===== config.mk =====
export PLATFORM = sky130hd
export DESIGN_NAME = ccrn_ram
export DESIGN_NICKNAME = d
export VERILOG_FILES = /design/src/rtl/ccrn_ram.sv
export SDC_FILE = /design/constraint.sdc
export NUM_CORES = 1
export LEC_CHECK = 0
export ABC_CLOCK_PERIOD_IN_PS = 2450
export CORE_UTILIZATION = 31
export DETAILED_ROUTE_END_ITERATION = 7
export DONT_BUFFER_PORTS = 1
export HOLD_SLACK_MARGIN = 0.05
export PLACE_DENSITY_LB_ADDON = 0.08
export SETUP_SLACK_MARGIN = 0.4
export SYNTH_ARGS = -nofsm -noshare
export SYNTH_HDL_FRONTEND = slang
export SYNTH_SLANG_ARGS = --single-unit

===== constraint.sdc =====
create_clock -name clk -period 2.45 [get_ports clk]
set_input_delay 0.49 -clock clk [delete_from_list [all_inputs] [get_ports clk]]
set_output_delay 0.49 -clock clk [all_outputs]
set_load 0.02 [all_outputs]

===== src/rtl/ccrn_ram.sv =====
// generic single-port-write, single-port-read ram with registered read data
// no dependencies
`default_nettype none
module ccrn_ram #(
  parameter int WIDTH = 16,
  parameter int DEPTH = 32
) (
  input  wire logic                     clk,
  input  wire logic                     we,
  input  wire logic [$clog2(DEPTH)-1:0] waddr,
  input  wire logic [WIDTH-1:0]         wdata,
  input  wire logic                     re,
  input  wire logic [$clog2(DEPTH)-1:0] raddr,
  output logic      [WIDTH-1:0]         rdata
);
  logic [WIDTH-1:0] mem [DEPTH];

  always_ff @(posedge clk) begin
    if (we) begin
      mem[waddr] <= wdata;
    end
    if (re) begin
      rdata <= mem[raddr];
    end
  end
endmodule
`default_nettype wire


## Word level (Yosys, flattened, before mapping)

Memory sizes are Yosys's and may differ from the RTL's. A register that Yosys moved wholly into a read port is not among the register bits.
Index checks and enable logic that the tools add are counted.

- Mux-type cells: 2

Operators with widths:

| operator | number |
|---|---|
| two-way mux 1 bit | 2 |

- Flip-flop bits (word level): 0
- Bits in writable memories: 512
- Input bits: 29
- Output and inout bits: 16
- Word-level logic and storage cells: 3
- Memories kept: 1

Memory list:

| name | words | bits a word | read ports | clocked after memory_dff | wr ports | line | source |
|---|---|---|---|---|---|---|---|
| mem | 32 | 16 | 1 | 1 | 1 | 16 | `logic [WIDTH-1:0] mem [DEPTH];` |

## Logic depth before layout (Yosys ltp)

Gate-level depths: netlist (run 1).

- Word-level depth: 2
- Depth in mapped cells: 8
- Depth with buffers taken out: 5

## Worst setup path before layout (run 1)

OpenSTA, ideal clock, no wires.

- Path type: input to register
- From: in waddr[1]
- To: mem mem[12][0], enable pin
- Library setup time: 388 ps
- Arrival: 1842 ps
- Required time: 2062 ps
- Setup slack: 220 ps
- Cell stages on the path: 3
- Buffers on the path: 1
- Cell sequence: or3b_2 clkbuf_1 nor2_1

RTL lines:

| what | line | source |
|---|---|---|
| start: declaration | 10 | `input wire logic [$clog2(DEPTH)-1:0] waddr,` |
| end: declaration | 16 |  |

No word-level cell before the write port.

==> results of run 1 <==
-- cell usage in the layout (no fill, tap or decap), types with 2 or more instances in the layout --
master and n:
sky130_fd_sc_hd__nand3_1 34, sky130_fd_sc_hd__buf_4 45, sky130_fd_sc_hd__a31oi_1 16, sky130_fd_sc_hd__a21oi_1 32
sky130_fd_sc_hd__nor2_2 20, sky130_fd_sc_hd__nand2b_1 2, sky130_fd_sc_hd__nand4_1 16, sky130_fd_sc_hd__nor2b_4 2
sky130_fd_sc_hd__or3b_2 3, sky130_fd_sc_hd__nor2_1 13, sky130_fd_sc_hd__nand3b_1 5, sky130_fd_sc_hd__clkbuf_16 59
sky130_fd_sc_hd__a22oi_1 64, sky130_fd_sc_hd__nand2_1 33, sky130_fd_sc_hd__clkbuf_1 13, sky130_fd_sc_hd__edfxtp_1 528
sky130_fd_sc_hd__clkinv_2 13, sky130_fd_sc_hd__bufinv_16 3, sky130_fd_sc_hd__mux2i_1 256, sky130_fd_sc_hd__a22o_1 32
sky130_fd_sc_hd__clkinv_1 17, sky130_fd_sc_hd__nor3_1 16, sky130_fd_sc_hd__buf_12 36
-- per-layer routing --
metal,vias to the layer above,GRT usage (%),part of all wire [%]
li1,4735,-,-
met3,61,3.16,4.0
met5,-,0,0
met2,185,27.5,46
met1,5474,24.8,48
met4,0,3.78,1.5
-- worst paths after layout --
check	endpoint	from	slack (ns)	cells after the start
worst max register to register	rdata[6]$_DFFE_PP_	mem[7][6]$_DFFE_PP_	0.60	5
worst max-delay path	rdata[6]$_DFFE_PP_	raddr[0]	0.33	4
worst min register to register	rdata[4]$_DFFE_PP_	mem[17][4]$_DFFE_PP_	0.69	4
worst min-delay path	rdata[7]$_DFFE_PP_	raddr[3]	0.12	2
-- sequential cells by signal (all words and copies together) (netlist names) --
| name | flops |
|---|---|
| rdata | 16 |
| mem | 512 |
-- power groups by stage --
stage,clock network (mW),logic [mW],registers (mW)
2_1_floorplan,0,0.566,10.3
3_3_place_gp,0,0.714,10.4
3_5_place_dp,0,0.713,10.4
4_1_cts,8.51,0.966,10.2
5_1_grt,8.79,1.01,10.2
6_report,8.24,0.955,10.2
-- cells by family after synthesis --
family | count (synthesis) | share of synthesized area, %
muxes | 256 | 12.4
DFF | 528 | 76.6
AOI/OAI and AO/OA | 144 | 4.93
buffers and inverters | 67 | 2.61
and+or+nand+nor | 148 | 3.46
-- cell type report --
type / count / area, um2
well taps: 864 / 1080
clock inverters: 35 / 269
diodes: 1 / 2.50
fillers: 6150 / 41700
flip-flops and latches: 528 / 15900
repair buffers: 82 / 1070
clock buffers: 72 / 1530
multi-input cells: 548 / 4370
-- worst max-delay path: stages --
cell and delay (ns):
sky130_fd_sc_hd__mux2i_1 0.55, sky130_fd_sc_hd__a22oi_1 0.17, sky130_fd_sc_hd__nand4_1 0.23, sky130_fd_sc_hd__nand3_1 0.24
-- through the flow --
step	setup WS, ns	setup TNS (ns)	area, um2
floorplan	0.220	0	20700
global placement	-0.0140	-0.0140	22000
detailed placement	-0.0310	-0.0310	22000
CTS	0.658	0	24200
global route	0.550	0	24200
finish	0.326	0	24200
==> flow_metrics.env, run 1 <==
export IMPL_layoutNonFillerInstCount=2130
export IMPL_clock_path_buffers=3
export IMPL_crit_path_start_kind="primary input"
export IMPL_synthFlopType="sky130_fd_sc_hd__edfxtp_1"
export IMPL_fin_crit_ns=2.12
export IMPL_top_level_ports=45
export IMPL_holdCritPathClass="primary input to flop"
export IMPL_global_route_overflow_total=0
export IMPL_synthesis_instances=1143
export IMPL_num_rows=94
export IMPL_num_nets_final=1247
export IMPL_totalWireLength_mm=58.3
export IMPL_drt_first_iter_violations=776
export IMPL_synth_avg_cell_area_um2=18.1
export IMPL_highest_clock_rate_ghz=0.471
export IMPL_routed_wire_length_per_instance_um=27.4
export IMPL_clk_latency_ns=0.64
export IMPL_fin_skew_ns=0.0386
export IMPL_max_capacitance_violation_total=0
export IMPL_max_slew_margin_pct=-4.38
export IMPL_grt_pass1_vias=10508
export IMPL_worst_setup_path_end_kind="flop"
export IMPL_failed_checks="max-slew violations"
export IMPL_track_usage_pct=17.4
export IMPL_power_density_nw_per_um2=801
export IMPL_cts_hold_buffers=17
export IMPL_synthMostInstantiatedCell="sky130_fd_sc_hd__edfxtp_1"
export IMPL_cts_tree="built"
export IMPL_clkSlewWorstSetupHoldPaths_ns=0.06
export IMPL_cts_htree_levels=2
export IMPL_ys_async_sr_fraction_pct=0
export IMPL_dp_hpwl_mm=34.2
export IMPL_worstPathArrival_ns=2.42
export IMPL_synthToLayoutAreaGrowth_pct=16.8
export IMPL_io_buffers=0
export IMPL_cts_root_buffer_cell="sky130_fd_sc_hd__clkbuf_16"
export IMPL_effective_utilization_at_floorplan_pct=31.4
export IMPL_share_seq_of_total_power_pct=52.5
export IMPL_p_sw_share_pct=21.7
export IMPL_fin_total_pwr_mw=19.4
export IMPL_hold_slack_ns=0.117
export IMPL_drt_pass1_iter_count=5
export IMPL_synth_enable_flop_cells=528
export IMPL_post_synth_most_frequent_cells="528 x sky130_fd_sc_hd__edfxtp_1, 256 x sky130_fd_sc_hd__mux2i_1, 64 x sky130_fd_sc_hd__a22oi_1"
export IMPL_synthesis_yosys_warnings=0
export IMPL_leakagePower_nw=8.26
export IMPL_detail_route_drc_violations=0
export IMPL_cts_resized=0
export IMPL_timing_final_max_slew_violations=88
export IMPL_detail_route_vias_per_cell=4.91
export IMPL_power_frac_clock_pct=42.6
export IMPL_die_area_um2=67800
export IMPL_dpl_cell_count=2005
export IMPL_clock_sinks=528
export IMPL_post_synth_num_cell_types=25
export IMPL_intPower_mw=15.2
export IMPL_die_x_um=260
export IMPL_gpl_final_weighted_congestion=0.766
export IMPL_post_synth_top_area_cell="sky130_fd_sc_hd__edfxtp_1"
export IMPL_grt_pass1_wl_mm=82.1
export IMPL_dr_total_vias=10455
export IMPL_post_route_period_util_pct=86.7
export IMPL_synth_net_count=1172
export IMPL_power_switching_mw=4.19
export IMPL_report_final_setup_viol=0
export IMPL_antenna_found_initial=0
export IMPL_rsz0062_at_grt="no"
export IMPL_die_height_um=260
export IMPL_grt_start_max_net_pins=257
export IMPL_drt_antenna_violating_nets=0
export IMPL_syn_cell_area_um2=20700
export IMPL_worst_slew_pin_transition_ns=1.57
export IMPL_comb_power_share_pct=4.9
export IMPL_top_area_cells_in_the_synthesized_netlist="sky130_fd_sc_hd__edfxtp_1 77%, sky130_fd_sc_hd__mux2i_1 12%, sky130_fd_sc_hd__a22oi_1 2.3%"
export IMPL_synth_seq_cells=528
export IMPL_final_layout_size_suffix_gt1_share_pct=14.6
export IMPL_outcome="finished with violations"
export IMPL_synth_top_cell_area_share_pct=76.6
export IMPL_cts_buffers=58
export IMPL_worst_ep_required_time_ns=2.75
export IMPL_core_region_area_um2=65900
export IMPL_seq_area_frac_synth_pct=76.6
export IMPL_hold_viol_final=0
export IMPL_post_cts_repair_setup_buffers=0
export IMPL_finalCoreUtilization_pct=36.7
export IMPL_irDropWorstVdd_mv=0.493
export IMPL_cp_max_fo=256
export IMPL_critPathKind="primary input to flop"
Power figures use the tool's default switching activity.
==> inputs of run 2 (changes only) <==
--- a/config.mk
+++ b/config.mk
@@ -9,8 +9,8 @@
 export CORE_UTILIZATION = 31
 export DETAILED_ROUTE_END_ITERATION = 7
 export DONT_BUFFER_PORTS = 1
+export GPL_TIMING_DRIVEN = 1
 export HOLD_SLACK_MARGIN = 0.05
-export PLACE_DENSITY_LB_ADDON = 0.08
 export SETUP_SLACK_MARGIN = 0.4
 export SYNTH_ARGS = -nofsm -noshare
 export SYNTH_HDL_FRONTEND = slang
==> flow_metrics.env, run 2 (synthesis results as in run 1) <==
export IMPL_outcome="completed"
export IMPL_grt_start_max_net_pins=257
export IMPL_critical_path_reg2reg_startpoint="mem[7][10]$_DFFE_PP_"
export IMPL_synthToLayoutAreaGrowth_pct=14.9
export IMPL_max_capacitance_violation_total=0
export IMPL_most_frequent_standard_cell_in_the_layout_excluding_fill_and_tap_cells="sky130_fd_sc_hd__edfxtp_1"
export IMPL_num_rows=94
export IMPL_power_density_nw_per_um2=785
export IMPL_largest_register="mem"
export IMPL_rsz0062_at_grt="no"
export IMPL_largest_registers="mem (512), rdata (16)"
export IMPL_totalWireLength_mm=49.5
export IMPL_cts_resized=0
export IMPL_report_final_setup_viol=0
export IMPL_hold_slack_ns=0.174
export IMPL_stdcell_area_um2=23800
export IMPL_max_slew_margin_pct=37.5
export IMPL_clkSlewWorstSetupHoldPaths_ns=0.07
export IMPL_io_buffers=0
export IMPL_routed_wire_length_per_instance_um=23.4
export IMPL_track_usage_pct=14.5
export IMPL_timing_final_max_slew_violations=0
export IMPL_critPathKind="flop to flop"
export IMPL_die_height_um=260
export IMPL_drt_antenna_violating_nets=0
export IMPL_effective_utilization_at_floorplan_pct=31.4
export IMPL_finalCoreUtilization_pct=36.1
export IMPL_startpoint_of_the_worst_setup_timing_path="mem[7][10]$_DFFE_PP_"
export IMPL_layoutNonFillerInstCount=2117
export IMPL_leakagePower_nw=8.11
export IMPL_clk_latency_ns=0.60
export IMPL_global_route_overflow_total=0
export IMPL_antenna_found_initial=0
export IMPL_num_nets_final=1241
export IMPL_worst_slew_pin_transition_ns=0.935
export IMPL_final_layout_size_suffix_gt1_share_pct=13.0
export IMPL_cts_tree="built"
export IMPL_drt_pass1_iter_count=5
export IMPL_grt_pass1_wl_mm=71.2
export IMPL_cell_count_of_the_worst_reg_to_reg_path=6
export IMPL_reg2reg_slack_ns=0.63
export IMPL_flip_flop_count_of_the_largest_register_all_copies_and_words_added=512
export IMPL_cp_max_fo=1
export IMPL_fin_setup_tns_ns=0
export IMPL_layout_cells_most_common_list="528 x sky130_fd_sc_hd__edfxtp_1, 256 x sky130_fd_sc_hd__mux2i_1, 64 x sky130_fd_sc_hd__a22oi_1, 62 x sky130_fd_sc_hd__buf_4, 52 x sky130_fd_sc_hd__clkbuf_16"
export IMPL_holdCritPathClass="primary input to flop"
export IMPL_hold_viol_final=0
export IMPL_worst_ep_required_time_ns=2.77
export IMPL_dp_hpwl_mm=28.9
export IMPL_grt_pass1_vias=10458
export IMPL_irDropWorstVdd_mv=0.477
export IMPL_crit_path_start_kind="flop"
export IMPL_detail_route_vias_per_cell=4.97
export IMPL_fin_skew_ns=0.0180
export IMPL_post_route_period_util_pct=74.2
export IMPL_crit_path_end="rdata[10]$_DFFE_PP_"
export IMPL_cts_htree_levels=2
export IMPL_dpl_cell_count=2006
export IMPL_die_area_um2=67800
export IMPL_clock_sinks=528
export IMPL_gpl_final_weighted_congestion=0.816
export IMPL_die_x_um=260
export IMPL_top_level_ports=45
export IMPL_fillerInstances=6106
export IMPL_min_delay_start="raddr[3]"
export IMPL_worst_setup_path_end_kind="flop"
export IMPL_drt_first_iter_violations=962
export IMPL_critical_path_reg2reg_endpoint="rdata[10]$_DFFE_PP_"
export IMPL_core_region_area_um2=65900
export IMPL_cts_buffers=51
export IMPL_dpl_cell_area_um2=21800
export IMPL_highest_clock_rate_ghz=0.550
export IMPL_dr_total_vias=10511
export IMPL_worstPathArrival_ns=2.14
export IMPL_clock_path_buffers=3
export IMPL_cts_root_buffer_cell="sky130_fd_sc_hd__clkbuf_16"
export IMPL_fin_crit_ns=1.82
export IMPL_detail_route_drc_violations=0
[run 2: timing repair]
item,CTS,global route
hold buffers,17,0
endpoints found under the hold margin,528,0
endpoints found under the setup margin,0,0
setup buffers,0,0
[run 2: layout make-up]
class                           instances  area, um2  area share (%)
Sequential cell                       528      15900            66.7
Multi-Input combinational cell        548       4340            18.3
Clock buffer                           61       1340            5.62
Tap cell                              864       1080            4.55
Timing Repair Buffer                   83        876            3.68
Clock inverter                         32        285            1.20
Antenna cell                            1       2.50          0.0105
[run 2: metrics by stage]
step           setup WS (ns)  total power, mW
6_report               0.632             18.7
5_1_grt                0.557             19.2
4_1_cts                0.602             18.8
3_5_place_dp          0.0763             11.0
3_3_place_gp           0.122             11.0
2_1_floorplan          0.220             10.9
[run 2: worst max-delay path, cell delays in order, from the launching register on]
cell and delay, ns:
sky130_fd_sc_hd__edfxtp_1 0.36, sky130_fd_sc_hd__mux2i_1 0.18, sky130_fd_sc_hd__a22o_1 0.20, sky130_fd_sc_hd__nor3_1 0.08, sky130_fd_sc_hd__buf_4 0.16, sky130_fd_sc_hd__a31oi_1 0.41
sky130_fd_sc_hd__nand3_1 0.16
[run 2: layer usage]
metal,global-route usage [%],part of all wire [%]
met5,0,0
met4,4.37,2.1
met3,3.66,7.4
met2,22.8,47
met1,19.7,44
[run 2: power breakdown]
| part | switching (mW) | internal [mW] |
|---|---|---|
| Sequential | 0.0792 | 10.1 |
| Combinational | 0.522 | 0.351 |
| Clock | 3.32 | 4.32 |
[run 2: how the worst min path moves through the flow]
stage | cells after the start | slack, ns | endpoint
2_1_floorplan | 0 | 0.59 | mem[0][0]$_DFFE_PP_
3_3_place_gp | 0 | 0.59 | mem[25][13]$_DFFE_PP_
3_5_place_dp | 0 | 0.59 | mem[27][0]$_DFFE_PP_
4_1_cts | 2 | 0.13 | rdata[8]$_DFFE_PP_
5_1_grt | 2 | 0.14 | rdata[8]$_DFFE_PP_
6_report | 2 | 0.17 | rdata[8]$_DFFE_PP_
==> inputs of run 3 (changes only) <==
--- a/config.mk
+++ b/config.mk
@@ -5,7 +5,7 @@
 export SDC_FILE = /design/constraint.sdc
 export NUM_CORES = 1
 export LEC_CHECK = 0
-export ABC_CLOCK_PERIOD_IN_PS = 2450
+export ABC_CLOCK_PERIOD_IN_PS = 1850
 export CORE_UTILIZATION = 31
 export DETAILED_ROUTE_END_ITERATION = 7
 export DONT_BUFFER_PORTS = 1
==> constraint.sdc (replaced) <==
create_clock -name clk -period 1.85 [get_ports clk]
set_input_delay 0.37 -clock clk [delete_from_list [all_inputs] [get_ports clk]]
set_output_delay 0.37 -clock clk [all_outputs]
set_load 0.02 [all_outputs]
==> flow_metrics.env, run 3 (synthesis results as in run 1) <==
export IMPL_worst_setup_path_end_kind="flop"
export IMPL_largest_registers="mem (512), rdata (16)"
export IMPL_slowest_stage_cell_on_the_critical_path="sky130_fd_sc_hd__mux2i_2"
export IMPL_clkSlewWorstSetupHoldPaths_ns=0.06
export IMPL_layoutNonFillerInstCount=2132
export IMPL_antenna_found_initial=1
export IMPL_io_buffers=0
export IMPL_cpPeakStageDelay_ns=0.60
export IMPL_effective_utilization_at_floorplan_pct=31.4
export IMPL_timing_final_max_slew_violations=0
export IMPL_clk_latency_ns=0.56
export IMPL_die_x_um=260
export IMPL_dp_hpwl_mm=29.0
export IMPL_crit_path_cell_trace="mux2i_2, a22o_1, nor3_1, a31oi_1, buf_4, nand3_2"
export IMPL_num_rows=94
export IMPL_rsz0062_at_grt="yes"
export IMPL_num_nets_final=1258
export IMPL_cts_tree="built"
export IMPL_dpl_cell_count=2022
export IMPL_fin_skew_ns=0.0180
export IMPL_track_usage_pct=14.6
export IMPL_worst_slew_pin_transition_ns=1.40
export IMPL_highest_clock_rate_ghz=0.490
export IMPL_cts_buffers=50
export IMPL_drt_antenna_violating_nets=0
export IMPL_layout_cells_most_common_list="528 x sky130_fd_sc_hd__edfxtp_1, 251 x sky130_fd_sc_hd__mux2i_1, 64 x sky130_fd_sc_hd__a22oi_1, 51 x sky130_fd_sc_hd__clkbuf_16, 49 x sky130_fd_sc_hd__buf_12"
export IMPL_outcome="finished with violations"
export IMPL_clock_path_buffers=3
export IMPL_die_height_um=260
export IMPL_hold_viol_final=0
export IMPL_whs_path_depth=2
export IMPL_largest_register="mem"
export IMPL_core_region_area_um2=65900
export IMPL_cts_htree_levels=2
export IMPL_fin_crit_ns=2.04
export IMPL_cell_count_of_the_worst_reg_to_reg_path=7
export IMPL_worstPathArrival_ns=2.35
export IMPL_cp_max_fo=256
export IMPL_antenna_diode_count=0
export IMPL_failed_checks="negative setup slack"
export IMPL_synthToLayoutAreaGrowth_pct=18.9
export IMPL_fillerInstances=6013
export IMPL_max_slew_margin_pct=6.62
export IMPL_cts_root_buffer_cell="sky130_fd_sc_hd__clkbuf_16"
export IMPL_critPathKind="primary input to flop"
export IMPL_gpl_final_weighted_congestion=0.823
export IMPL_most_frequent_standard_cell_in_the_layout_excluding_fill_and_tap_cells="sky130_fd_sc_hd__edfxtp_1"
export IMPL_worst_ep_required_time_ns=2.16
export IMPL_routed_wire_length_per_instance_um=23.1
export IMPL_post_route_period_util_pct=110
export IMPL_drt_first_iter_violations=1060
export IMPL_leakagePower_nw=8.33
export IMPL_global_route_overflow_total=0
export IMPL_flip_flop_count_of_the_largest_register_all_copies_and_words_added=512
export IMPL_grt_start_max_net_pins=257
export IMPL_crit_path_start_kind="primary input"
export IMPL_postLayoutSetupSlackWorst_ns=-0.189
export IMPL_grt_pass1_vias=10748
export IMPL_fin_setup_tns_ns=-0.307
export IMPL_grt_pass1_wl_mm=72.7
export IMPL_clock_sinks=528
export IMPL_drt_pass1_iter_count=5
export IMPL_die_area_um2=67800
export IMPL_holdCritPathClass="primary input to flop"
export IMPL_totalWireLength_mm=49.4
export IMPL_stdcell_area_um2=24600
export IMPL_dpl_cell_area_um2=22500
export IMPL_post_cts_repair_setup_buffers=0
export IMPL_max_capacitance_violation_total=0
export IMPL_fin_total_pwr_mw=24.9
export IMPL_finalCoreUtilization_pct=37.4
export IMPL_detail_route_drc_violations=0
export IMPL_detail_route_vias_per_cell=4.99
export IMPL_top_level_ports=45
export IMPL_report_final_setup_viol=4
export IMPL_irDropWorstVdd_mv=0.832
export IMPL_power_density_nw_per_um2=1010
export IMPL_final_layout_size_suffix_gt1_share_pct=17.7
export IMPL_dr_total_vias=10631
## run 3: changes by cell type in the layout (fill, tap and decap cells not counted), moves of 6 or more
cell / previous run / this run
sky130_fd_sc_hd__a31oi_4: 0 / 6
sky130_fd_sc_hd__clkinv_1: 19 / 9
sky130_fd_sc_hd__nor2_1: 24 / 1
sky130_fd_sc_hd__a31oi_1: 16 / 9
sky130_fd_sc_hd__buf_12: 20 / 49
sky130_fd_sc_hd__buf_4: 62 / 44
sky130_fd_sc_hd__clkbuf_1: 9 / 17
sky130_fd_sc_hd__nor2_4: 1 / 21
sky130_fd_sc_hd__nand3_2: 0 / 8
sky130_fd_sc_hd__nand3_1: 34 / 26
## run 3: path summary, 6_finish.rpt
check	from	endpoint	slack (ns)
max	raddr[0]	rdata[0]$_DFFE_PP_	-0.19
min reg2reg	mem[10][8]$_DFFE_PP_	rdata[8]$_DFFE_PP_	0.71
max reg2reg	mem[3][10]$_DFFE_PP_	rdata[10]$_DFFE_PP_	0.28
min	raddr[3]	rdata[14]$_DFFE_PP_	0.08
## run 3: final cells by class
type	count	area, um2	area share (%)
Clock inverter	23	258	1.05
Sequential cell	528	15900	64.4
Tap cell	864	1080	4.39
Multi-Input combinational cell	548	4670	19.0
Timing Repair Buffer	101	1400	5.68
Clock buffer	68	1340	5.45
## run 3: through the flow
step | setup slack [ns] | hold slack [ns]
2_1_floorplan | 0.0902 | 0.469
3_3_place_gp | 0.00239 | 0.471
3_5_place_dp | 0.00697 | 0.471
4_1_cts | 0.304 | 0.0523
5_1_grt | 0.234 | 0.0586
6_report | -0.189 | 0.0804
## run 3: critical path, delay by kind of cell
family                 cells  cell delay (ns)
AO/OA/AOI/OAI              2             0.44
buffers and inverters      1             0.17
AND/OR/NAND/NOR            2             0.10
multiplexers               1             0.60
## run 3: timing repair
| action | 4_1_cts | 5_1_grt |
|---|---|---|
| gates resized for setup | 27 | 2 |
| hold buffers | 19 | 0 |
| setup endpoints to repair | 28 | 32 |
| endpoints found under the hold margin | 530 | 0 |
| pin swaps | 17 | 9 |
## run 3: per-layer routing
metal / global-route usage, % / up-vias / share of wire, %
met5: 0 / - / 0
met4: 2.86 / 0 / 1.4
met3: 3.93 / 57 / 8.3
met2: 23.1 / 347 / 46
met1: 20.3 / 5468 / 44
li1: - / 4759 / -
## run 3: power by group
group | switching [mW] | internal (mW) | total, mW | leakage (nW)
logic | 0.730 | 0.580 | 1.31 | 2.78
registers | 0.115 | 13.3 | 13.5 | 4.77
clock network | 4.23 | 5.90 | 10.1 | 0.779
